`src/f2h_pkg.sv`:
```
// Package for the single-to-half precision converter.
// Holds the field constants and the conversion function; depends on nothing.
`timescale 1ns / 1ps
`default_nettype none
package f2h_pkg;
	localparam logic [15:0] SIGN_BIT16 = 16'h8000;
	localparam logic [15:0] INF16 = 16'h7C00;
	localparam logic [7:0] BIAS32 = 8'd127;

	function automatic logic [15:0] convert_bits(input logic [31:0] x);
		logic [15:0] sgn;
		logic [7:0] ex;
		logic [23:0] m;
		logic [4:0] sh;
		logic [23:0] shifted;
		logic [15:0] r;
		sgn = {x[31], 15'd0};
		ex = x[30:23];
		m = {1'b1, x[22:0]};
		sh = 5'(8'd113 - ex);
		shifted = m >> sh;
		r = 16'd0;
		if (ex < 8'd103) begin
			r = sgn;
		end else if (ex > 8'd142) begin
			r = sgn | INF16;
		end else if (ex < 8'd113) begin
			r = sgn | {5'd0, shifted[23:13]} + {15'd0, shifted[12]};
		end else begin
			r = (sgn | {1'b0, 5'(ex - BIAS32 + 8'd15), x[22:13]}) + {15'd0, x[12]};
		end
		return r;
	endfunction
endpackage
`default_nettype wire

```
`src/float32_to_float16_convert.sv`:
```
// Top level of the single-to-half precision converter.
// Depends on f2h_pkg for the conversion function.
`timescale 1ns / 1ps
`default_nettype none
// Converts one binary32 pattern per request into a binary16 pattern, rounding half up and
// mapping NaN to infinity. An accepted request goes into the input register. When the output
// advances, the rounding logic writes its result into the result register, which presents it.
// A new request is taken every cycle while the input is not stalled. The input
// stalls only while the output is stalled and both registers hold a request.
module float32_to_float16_convert (
	input wire logic clk,
	input wire logic arst_n,
	input wire logic in_valid,
	output logic in_stall,
	input wire logic [31:0] single_bits,
	output logic out_valid,
	input wire logic out_stall,
	output logic [15:0] half_bits
);
	logic v_s1;
	logic [31:0] x_s1;
	logic adv_s1;
	logic adv_s2;

	assign adv_s2 = !out_valid || !out_stall;
	assign adv_s1 = !v_s1 || adv_s2;
	assign in_stall = !adv_s1;

	always_ff @(posedge clk or negedge arst_n) begin
		if (!arst_n) begin
			v_s1 <= 1'b0;
			out_valid <= 1'b0;
		end else begin
			if (adv_s1) v_s1 <= in_valid;
			if (adv_s2) out_valid <= v_s1;
		end
	end

	always_ff @(posedge clk) begin
		if (adv_s1 && in_valid) x_s1 <= single_bits;
		if (adv_s2 && v_s1) half_bits <= f2h_pkg::convert_bits(x_s1);
	end

	a_hold: assert property (@(posedge clk) disable iff (!arst_n)
		out_valid && out_stall |=> out_valid && $stable(half_bits))
		else $error("result changed while stalled");
	a_flow: assert property (@(posedge clk) disable iff (!arst_n)
		v_s1 && adv_s2 |=> out_valid)
		else $error("stage one request lost");
	a_stall: assert property (@(posedge clk) disable iff (!arst_n)
		in_stall |-> v_s1 && out_valid)
		else $error("stall without full pipeline");
endmodule
`default_nettype wire

```
`config.mk`:
```
export PLATFORM = sky130hd
export DESIGN_NAME = float32_to_float16_convert
export DESIGN_NICKNAME = d
export VERILOG_FILES = /design/src/f2h_pkg.sv /design/src/float32_to_float16_convert.sv
export SDC_FILE = /design/constraint.sdc
export NUM_CORES = 1
export LEC_CHECK = 0
export BUFFER_PORTS_ARGS = -buffer_cell sky130_fd_sc_hd__buf_4
export CAP_MARGIN = 20
export CORE_MARGIN = 8
export CORE_UTILIZATION = 45
export DETAILED_ROUTE_END_ITERATION = 12
export GPL_ROUTABILITY_DRIVEN = 0
export HOLD_SLACK_MARGIN = 0.12
export PLACE_DENSITY = 0.67
export SYNTH_ARGS = -nofsm -noshare
export SYNTH_HDL_FRONTEND = slang
export SYNTH_SLANG_ARGS = --single-unit
```
`constraint.sdc`:
```
create_clock -name clk -period 4.17 [get_ports clk]
set_input_delay 0.834 -clock clk [delete_from_list [all_inputs] [get_ports clk]]
set_output_delay 0.834 -clock clk [all_outputs]
set_load 0.02 [all_outputs]
```
== After elaboration in Yosys (flattened, before gate mapping) ==
Index checks and enable logic that the tools add are counted.

* Register bits: 50
* Bits in latches: 0
* Bits in writable memories: 0
* ROM bits: 0
* Memories kept: 0

* $add $sub $neg: 5
* Multiply operators: 0
* Div/mod/pow operators: 0
* $lt $le $gt $ge: 3
* Equal/unequal tests: 0
* Shift-type cells: 1
* Muxes and demuxes: 3
* Bitwise gates (word level): 2
* Reductions and logical operators: 9

{| class="wikitable"
|+ Operators by type and width
! operator !! count
|-
| two-way mux 16 bit || 3
|-
| >> shifter 24 x 5 -> 24 bit || 1
|-
| adder 16 x 1 -> 16 bit || 1
|-
| less-than comparator 8 x 7 -> 1 bit (second input constant) || 2
|-
| bitwise OR 16 x 12 -> 16 bit || 1
|-
| bitwise OR 16 x 15 -> 16 bit || 1
|-
| adder 11 x 1 -> 12 bit || 1
|-
| greater-than comparator 8 bit (second input constant) || 1
|-
| adder 5 x 4 -> 5 bit (second input constant) || 1
|-
| subtractor 5 bit (first input constant) || 1
|-
| subtractor 5 bit (second input constant) || 1
|-
| zero test 1 bit || 4
|-
| logical AND 1 bit || 2
|-
| logical OR 1 bit || 2
|-
| OR reduction 2 bit || 1
|}

== Longest topological paths before layout ==
Gate-level depths: netlist (run 1).

* Depth after elaboration: 7
* Mapped depth: 14
* Depth with buffers taken out: 13

== Worst setup path before layout (run 1) ==
Ideal clock, no wire load.

* Path kind: register to register
* Start point: register x_s1[25]
* End point: register half_bits[8], data pin
* Setup time: 0.275 ns
* Data arrival time: 2.622 ns
* Setup slack: 1.273 ns
* Stages on the path, launching flop included: 13
* Clock period less this slack: 2.897 ns
* Cells stage by stage: edfxtp_1 -> inv_1 -> ha_1 -> clkbuf_1 -> nand2b_1 -> a2bb2o_1 -> o21ai_1 -> and2_1 -> ha_1 -> nand3_1 -> nor4_1 -> xor2_1 -> a211oi_1

* Word-level cells in the longest chain between the ends: 5
* Elaborated cells between the ends (all ways): 9
* Those cells by class: add/sub: 2; order compare: 3; shift: 1; mux: 1; bitwise: 1; reduce/logical: 1

{| class="wikitable"
|+ Ends and longest elaborated chain
! element !! line !! RTL
|-
| start, declared || float32_to_float16_convert.sv:21 || <nowiki>logic [31:0] x_s1;</nowiki>
|-
| start signal, assigned || float32_to_float16_convert.sv:40 || <nowiki>if (adv_s1 && in_valid) x_s1 <= single_bits;</nowiki>
|-
| subtractor 5 bit || f2h_pkg.sv:20 || <nowiki>sh = 5'(8'd113 - ex);</nowiki>
|-
| >> shifter 24 x 5 -> 24 bit || f2h_pkg.sv:21 || <nowiki>shifted = m >> sh;</nowiki>
|-
| adder 11 x 1 -> 12 bit || f2h_pkg.sv:28 || <nowiki>r = sgn | {5'd0, shifted[23:13]} + {15'd0, shifted[12]};</nowiki>
|-
| bitwise OR 16 x 12 -> 16 bit || f2h_pkg.sv:28 ||
|-
| two-way mux 16 bit || f2h_pkg.sv:27 || <nowiki>end else if (ex < 8'd113) begin</nowiki>
|-
| end signal, assigned || float32_to_float16_convert.sv:41 || <nowiki>if (adv_s2 && v_s1) half_bits <= f2h_pkg::convert_bits(x_s1);</nowiki>
|-
| end, declared || float32_to_float16_convert.sv:18 || <nowiki>output logic [15:0] half_bits</nowiki>
|}

Parallel ways exist; a longest one is shown, timed or not.
A chain may end at the register's enable or synchronous reset.

== Worst setup path after layout (run 1) ==
* Start point: register x_s1[23]
* End point: register half_bits[8], data pin

Same word-level chain as after synthesis.

==> results of run 1 <==
area by class of cell:
class | instances | area, um2
tap | 75 | 93.8
fill | 547 | 2720
sequential | 38 | 1130
timing repair buffer | 45 | 338
multi-input combinational | 201 | 1410
inverter | 7 | 26.3
clock buffer | 8 | 90.1
per-layer routing:
layer | global-route usage [%] | vias up | wire length (um)
li1 | - | 1046 | -
met4 | 6.44 | 0 | 141
met3 | 3.64 | 10 | 389
met5 | 0 | - | 0
met1 | 17.1 | 909 | 2470
met2 | 19.2 | 74 | 2500
cells by family (layout without fill, tap and decap cells):
| family | count (synthesis) | after routing | synth area share (%) |
|---|---|---|---|
| flip-flops | 38 | 38 | 42.4 |
| multiplexers | 16 | 16 | 7.09 |
| adder cells (fa/ha/maj) | 6 | 6 | 2.82 |
| XOR/XNOR | 18 | 18 | 5.92 |
| buffers and inverters | 20 | 60 | 4.55 |
| AO/OA/AOI/OAI | 52 | 52 | 14.6 |
| AND/OR/NAND/NOR | 109 | 109 | 22.6 |
sequential cells by signal, summed over array words and instances (netlist names):
signal	flops
half_bits	16
out_valid	1
v_s1	1
x_s1	20
metrics by stage:
step / worst slack, ps / util [%] / std cells / hold WS (ps)
after global placement: 935 / 51.6 / 366 / 451
after detailed placement: 899 / 51.6 / 366 / 459
final: 860 / 53.2 / 374 / 316
after CTS: 876 / 53.2 / 374 / 310
after floorplan: 1270 / - / 259 / 443
after global routing: 599 / 53.2 / 374 / 306
worst max path at each step:
| stage | cells past startpoint | from | endpoint |
|---|---|---|---|
| after floorplan | 12 | x_s1[25]$_DFFE_PP_ | half_bits[8]$_SDFFCE_PP0P_ |
| after global placement | 11 | x_s1[23]$_DFFE_PP_ | half_bits[8]$_SDFFCE_PP0P_ |
| after detailed placement | 11 | x_s1[23]$_DFFE_PP_ | half_bits[8]$_SDFFCE_PP0P_ |
| after CTS | 11 | x_s1[23]$_DFFE_PP_ | half_bits[8]$_SDFFCE_PP0P_ |
| after global routing | 10 | x_s1[23]$_DFFE_PP_ | half_bits[9]$_SDFFCE_PP0P_ |
| final | 11 | x_s1[23]$_DFFE_PP_ | half_bits[8]$_SDFFCE_PP0P_ |
Yosys cell counts (4+ instances only):
cell                       count  area [um2]
sky130_fd_sc_hd__nand3_1      12        60.1
sky130_fd_sc_hd__nor3_1        4        20.0
sky130_fd_sc_hd__o21ai_1       4        20.0
sky130_fd_sc_hd__a21oi_1       8        40.0
sky130_fd_sc_hd__o21ai_0      10        50.1
sky130_fd_sc_hd__and3_1        6        37.5
sky130_fd_sc_hd__xnor2_1      10        87.6
sky130_fd_sc_hd__mux2_2        4        45.0
sky130_fd_sc_hd__edfxtp_1     36        1080
sky130_fd_sc_hd__nand2_1      20        75.1
sky130_fd_sc_hd__ha_1          6        75.1
sky130_fd_sc_hd__or3_1         5        31.3
sky130_fd_sc_hd__clkbuf_1      5        18.8
sky130_fd_sc_hd__xor2_1        8        70.1
sky130_fd_sc_hd__inv_1         6        22.5
sky130_fd_sc_hd__mux2i_1       8        80.1
sky130_fd_sc_hd__a31oi_1       4        25.0
sky130_fd_sc_hd__nor2b_1       5        31.3
sky130_fd_sc_hd__nor2_1       25        93.8
sky130_fd_sc_hd__nand2b_1      8        50.1
power by group through the flow:
stage	sequential (mW)	combinational (mW)	clock (mW)
finish	0.479	0.227	0.258
CTS	0.479	0.228	0.265
floorplan	0.493	0.152	0
global placement	0.487	0.226	0
global route	0.483	0.250	0.279
detailed placement	0.488	0.226	0
==> flow_results.org, run 1 <==
** Run status
- Outcome :: complete, no violations

** Final layout
- Leaving out fill and tap cells, the most frequent cell in the layout is sky130_fd_sc_hd__buf_4.
- Nets@finish :: 340
- In the layout the commonest cells are sky130_fd_sc_hd__buf_4, sky130_fd_sc_hd__edfxtp_1, sky130_fd_sc_hd__nor2_1, sky130_fd_sc_hd__nand2_1, sky130_fd_sc_hd__nand3_1.
- Share of cells above drive strength 1 :: 24.4%
- After routing the design area is 3090 um2.
- Compared with the post-synthesis result, the final layout area differs by 16.0%.
- 0 antenna diodes ended up in the layout.

** Placed design
- Cell area reported after detailed placement :: 3000 um2
- In this run the tool buffered the top-level ports with 41 buffer cells.
- HPWL after detailed placement :: 4.20 mm

** Power and ir drop
- Per report_power, the sequential group accounts for 49.7% of the total.
- Part of the power in the clock network :: 26.8%
- The analysis attributes to cell leakage a power of 1.16 nW.
- In this run switching power makes up 28.8% of total power.
- Summed over all nets, the switching power comes to 0.277 mW.
- The share of total power dissipated in combinational logic is 23.5%.
- IR analysis of the VDD net gives a maximum drop of 0.163 mV.
- Cell Int Power :: 0.687 mW
- Power Dens Cells :: 312 nW/um2
- Power comes to 0.964 mW.

** Worst setup path
- Kind of critical path :: reg -> reg
- Data on the critical path is required at its endpoint by 4170 ps.
- STA classifies the critical path startpoint as a register.
- Family of cells with the greatest summed delay on the critical path :: flip-flops
- The slowest stage of the critical path is the sky130_fd_sc_hd__edfxtp_1 cell.
- Walking the worst path, the cells encountered are mux2_2 > mux2i_1 > nor2_1 > a21oi_1 > a21oi_1 > ha_1 > ha_1 > nand3_1 > nor4_1 > xor2_1 > a211oi_1.
- Peak per-stage delay on the critical path :: 960 ps
- Reg-to-reg slack, setup :: 860 ps
- Buffer and inverter count on the worst path :: 0
- Worst r2r path cells :: 11
- At the worst endpoint, the arrival time is 3310 ps.
- Largest fanout of any net on the critical path :: 25
- Capture point of the worst reg-to-reg path :: half_bits[8]$_SDFFCE_PP0P_
- The worst register-to-register path begins at x_s1[23]$_DFFE_PP_.
- Crit. End Element :: register

** Synth
- Yosys printed 0 warnings.
- Share of synthesized registers carrying an async set or reset :: 5.26%
- Number of enable flip-flop cells after synthesis :: 36
- Summing every instance area after synthesis gives 2670 um2.
- Syn Inst Count :: 259
- Most used flip-flop cell after synthesis :: sky130_fd_sc_hd__edfxtp_1
- In this run, synthesis produced a sequential element count of 38.
- Register area share after synthesis :: 42.4%
- Average size of a mapped cell :: 10.3 um2
- Number of distinct library cells after synthesis :: 63
- Synth Net Count :: 301

** Detailed routing
- Wire length per cell after detailed routing :: 14.7 um
- Total wire length after detailed routing :: 5.50 mm
- Using the TritonRoute via totals, the vias-per-cell ratio works out to 5.45.
- Count of unresolved DRC violations after routing :: 0
- Antenna-violating nets left :: 0
- The first routing iteration left 294 violations.
- The routed layout has 2039 vias.
- For this run, the detailed router's first-pass iteration total came to 4.

** Timing
- Between clock sinks in the finished design, the worst skew comes to 7.45 ps.
- Counting I/O delays and the setup requirement, the final critical path takes 3310 ps.
- Aggregate negative setup slack :: 0 ps
- The number of hold-slack violations in the final timing report is 0.
- Setup-violating endpoint count in the final report :: 0
- Max-slew headroom :: 33.7%
- Share of the clock period used by the worst path :: 79.4%
- Setup repair after global routing missed its margin :: false
- Slew of the pin with the lowest slew margin :: 987 ps
- Highest achievable clock rate :: 302 MHz
- Number of slew-limit violations in the final report :: 0

** Clock tree
- In this run the post-CTS setup repair buffer count came out at 0.
- CTS sink cnt :: 38
- Cts bufs inserted :: 5
- Skew-Pair Late Insertion Delay :: 290 ps
- Clock-pin slew was measured on the worst setup and hold paths at 70 ps.
- In this run, post-CTS repair resized a total of 0 instances.
- Clock Tree Root :: sky130_fd_sc_hd__clkbuf_8
- Total of hold buffers inserted after clock tree synthesis :: 0
- The H-tree was split into 2 levels.
- TritonCTS built the clock tree.
- Clock tree buffer depth :: 2

** Floorplanning
- Height of the die :: 93.0 um
- The die is 93.0 um wide.
- Floorplan die area :: 8640 um2
- The initial utilization of the core area, before any placement, comes to 45.8%.
- After floorplanning, the core was divided into 28 placement rows.
- Area of the core :: 5820 um2
- Number of I/O pins :: 54

** GRT
- Number of global-route vias before repair :: 1943
- The total overflow left after global routing is 0.
- In the global route stage, overall resource usage came out at 13.1%.
- First-pass GRT wire length :: 9.11 mm
- Entering global routing, the biggest net connects 26 pins.
- Antenna violations before repair :: 0

** Run
- The tool flagged a number of max-cap violations equal to 0.

** Hold path
- Hold crit path type :: in -> async
No activity file was read; power rests on OpenSTA's default activity.
==> inputs of run 2 (changes only) <==
--- a/config.mk
+++ b/config.mk
@@ -12,7 +12,7 @@
 export DETAILED_ROUTE_END_ITERATION = 12
 export GPL_ROUTABILITY_DRIVEN = 0
 export HOLD_SLACK_MARGIN = 0.12
-export PLACE_DENSITY = 0.67
+export PLACE_DENSITY = 0.7
 export SYNTH_ARGS = -nofsm -noshare
 export SYNTH_HDL_FRONTEND = slang
 export SYNTH_SLANG_ARGS = --single-unit
==> constraint.sdc (replaced) <==
create_clock -name clk -period 2.97 [get_ports clk]
set_input_delay 0.594 -clock clk [delete_from_list [all_inputs] [get_ports clk]]
set_output_delay 0.594 -clock clk [all_outputs]
set_load 0.02 [all_outputs]
==> run 2 against run 1 <==
  * Register-to-register slack worse by 700 ps
  * Die area unchanged
  * Via count up 2.9%
  * Global-route usage up 0.68 points
  * Final area up 8.7%
  * Critical path type unchanged
  * Largest cell class unchanged
==> flow_results.org, run 2 (synthesis results as in run 1) <==
** Timing
- Highest achievable clock rate :: 355 MHz (+18%)
- The final number of setup-violating endpoints was 0 (unchanged).
- The normalized max-slew margin was 43.4% (+9.6 points).
- Worst Skew :: 3.96 ps (-3.48 ps)
- The worst-margin pin slew came to 850 ps (-138 ps).
- Final Hold Fails :: 0 (unchanged)
- The ratio of final minimum period to clock period came to 94.7% (+15 points).
- Time the worst path needs with I/O delays and setup :: 2810 ps (-497 ps)
- Number of slew-limit violations in the final report :: 0 (unchanged)
- Worst hold slack after final layout :: 470 ps (+154 ps)

** GRT
- The via count of the first global-routing pass came to 2020 (+4.0%).
- The maximum number of pins on one net before global-route repair was 26 (unchanged).
- The total global-route track usage came to 13.7% (+0.68 points).
- The number of antenna violations at the first check in global routing is 0 (unchanged).
- The global-route wire length before repair is 9.56 mm (+4.9%).
- Final global-route overflow total :: 0 (unchanged)

** Floorplanning
- The number of top-level design ports was 54 (unchanged).
- The floorplan die width came to 93.0 um (unchanged).
- The die height is 93.0 um (unchanged).
- The initial core utilization is 45.8% (unchanged).
- The site row count came to 28 (unchanged).
- Area of the core :: 5820 um2 (unchanged)
- Floorplan die area :: 8640 um2 (unchanged)

** Final layout
- Post-route cell area :: 3360 um2 (+8.7%)
- Most common cell after layout, fill and taps aside :: sky130_fd_sc_hd__buf_4
- The post-route non-filler standard cell count was 389 (+4.0%).
- Antenna Diode Count :: 0 (unchanged)
- Area added between synthesis and finish :: 26.1%
- The largest registers in the layout are x_s1: 20 flops, half_bits: 16 flops.
- The share of final-layout standard cells stronger than drive strength 1 is 32.8% (+8.4 points).
- Commonest non-fill, non-tap cells in the layout :: sky130_fd_sc_hd__buf_4, sky130_fd_sc_hd__edfxtp_1, sky130_fd_sc_hd__nor2_1, sky130_fd_sc_hd__nand2_1, sky130_fd_sc_hd__nand3_1
- Most flops, register :: x_s1
- Nets@finish :: 355 (+4.4%)
- Largest register FFs :: 20 (unchanged)

** Worst setup path
- Largest fanout of any net on the critical path :: 11 (-56%)
- The worst setup path is launched from a register.
- Required time at the worst-slack endpoint :: 3130 ps (-1040 ps)
- The worst endpoint data arrival time came to 2970 ps (-340 ps).
- The critical path is of the reg -> reg type.
- Crit. End Element :: register

** Power and ir drop
- Peak ir drop on the vdd network :: 0.306 mV (+88%)
- The total power is 1.58 mW (+64%).
- The areal power density over the cells came to 470 nW/um2 (+51%).
- The static leakage came to 1.28 nW (+11%).

** Placed design
- The number of I/O port buffers is 41 (unchanged).
- The instance area at placement is 3090 um2 (+2.9%).
- Number of placed instances, taps included :: 376 (+2.7%)
- The HPWL after detailed placement is 4.26 mm (+1.5%).

** Detailed routing
- First-pass iteration count of the detailed router :: 5 (+1)
- Total wire length after detailed routing :: 5.77 mm (+4.9%)
- 1st-iter DRT viols :: 131 (-55%)
- Wire length per cell after detailed routing :: 14.8 um (+0.85%)
- The count of antenna-violating nets left after detailed routing is 0 (unchanged).
- Vias per cell :: 5.39 (-1.1%)
- The via count was 2098 (+2.9%).
- The detailed-route DRC error count is 0 (unchanged).

** Clock tree
- Clock Tree Root :: sky130_fd_sc_hd__clkbuf_8
- CTS tree :: done
- The clock latency on the worst-skew pair was 290 ps (about the same).
- The clock-pin transition on the worst setup and hold timing paths is 80 ps (about the same).
- CTS sink cnt :: 38 (unchanged)
- The TritonCTS buffer count was 5 (unchanged).
- Maximum level of the CTS H-tree :: 2 (unchanged)
- The maximum root-to-sink buffer count came to 2 (unchanged).

** Hold path
- Hold crit path type :: in -> reg

** Run status
- The run finished with clean final reports.

** Run
- The number of maximum-capacitance violations was 0 (unchanged).
==> run 2: per-stage QoR <==
| step | utilization (%) | setup WS (ps) | TNS (ps) |
|---|---|---|---|
| 2_1_floorplan | - | 73.2 | 0 |
| 3_3_place_gp | 53.1 | 116 | 0 |
| 3_5_place_dp | 53.1 | 38.4 | 0 |
| 4_1_cts | 55.7 | 16.7 | 0 |
| 5_1_grt | 57.8 | -21.6 | -21.6 |
| 6_report | 57.8 | 157 | 0 |
==> run 2: report_power, final <==
part	switching, mW	leakage [nW]	internal (mW)
logic	0.203	0.839	0.167
clock network	0.187	0.0714	0.358
registers	0.0301	0.371	0.634
==> run 2: layout make-up <==
type                       instances  area, um2
clock buffer                       6       82.6
clock inverter                     2       60.1
fill                             511       2450
inverter                           7       26.3
multi-input combinational        201       1500
sequential                        38       1130
tap                               75       93.8
timing repair buffer              60        469
==> run 2: final timing paths <==
check	to	slack [ps]	depth (start not counted)	from
hold / removal	x_s1[21]$_DFFE_PP_	470	1	single_bits[21]
min in group asynchronous	out_valid$_DFFE_PN0P_	610	2	arst_n
hold reg to reg	out_valid$_DFFE_PN0P_	490	1	v_s1$_DFFE_PN0N_
setup reg to reg	half_bits[9]$_SDFFCE_PP0P_	160	9	x_s1[24]$_DFFE_PP_
max in group asynchronous	v_s1$_DFFE_PN0N_	2270	2	arst_n
setup / recovery	half_bits[9]$_SDFFCE_PP0P_	160	9	x_s1[24]$_DFFE_PP_
==> run 2: timing repair <==
action                                 CTS  global route
setup buffers                            0             4
gates resized for setup                  0            21
setup endpoints to repair                0             5
hold buffers                             1             0
endpoints found under the hold margin    2             0
==> run 2: metal layers <==
metal | GRT usage [%] | part of all wire, % | wire length, um | vias up
met3 | 3.88 | 8.3 | 481 | 8
met1 | 16.9 | 42 | 2420 | 945
li1 | - | - | - | 1077
met4 | 5.37 | 1.4 | 78 | 0
met5 | 0 | 0 | 0 | -
met2 | 22.1 | 48 | 2780 | 68
==> run 2: worst max-delay path, cell delays in order, from the launching register on <==
cell and delay [ps]:
sky130_fd_sc_hd__edfxtp_1 420, sky130_fd_sc_hd__inv_2 90, sky130_fd_sc_hd__ha_2 300, sky130_fd_sc_hd__buf_4 200
sky130_fd_sc_hd__or3b_1 350, sky130_fd_sc_hd__a21oi_1 190, sky130_fd_sc_hd__o21ai_1 170, sky130_fd_sc_hd__or3_1 390
sky130_fd_sc_hd__or4_1 480, sky130_fd_sc_hd__nand3_1 100
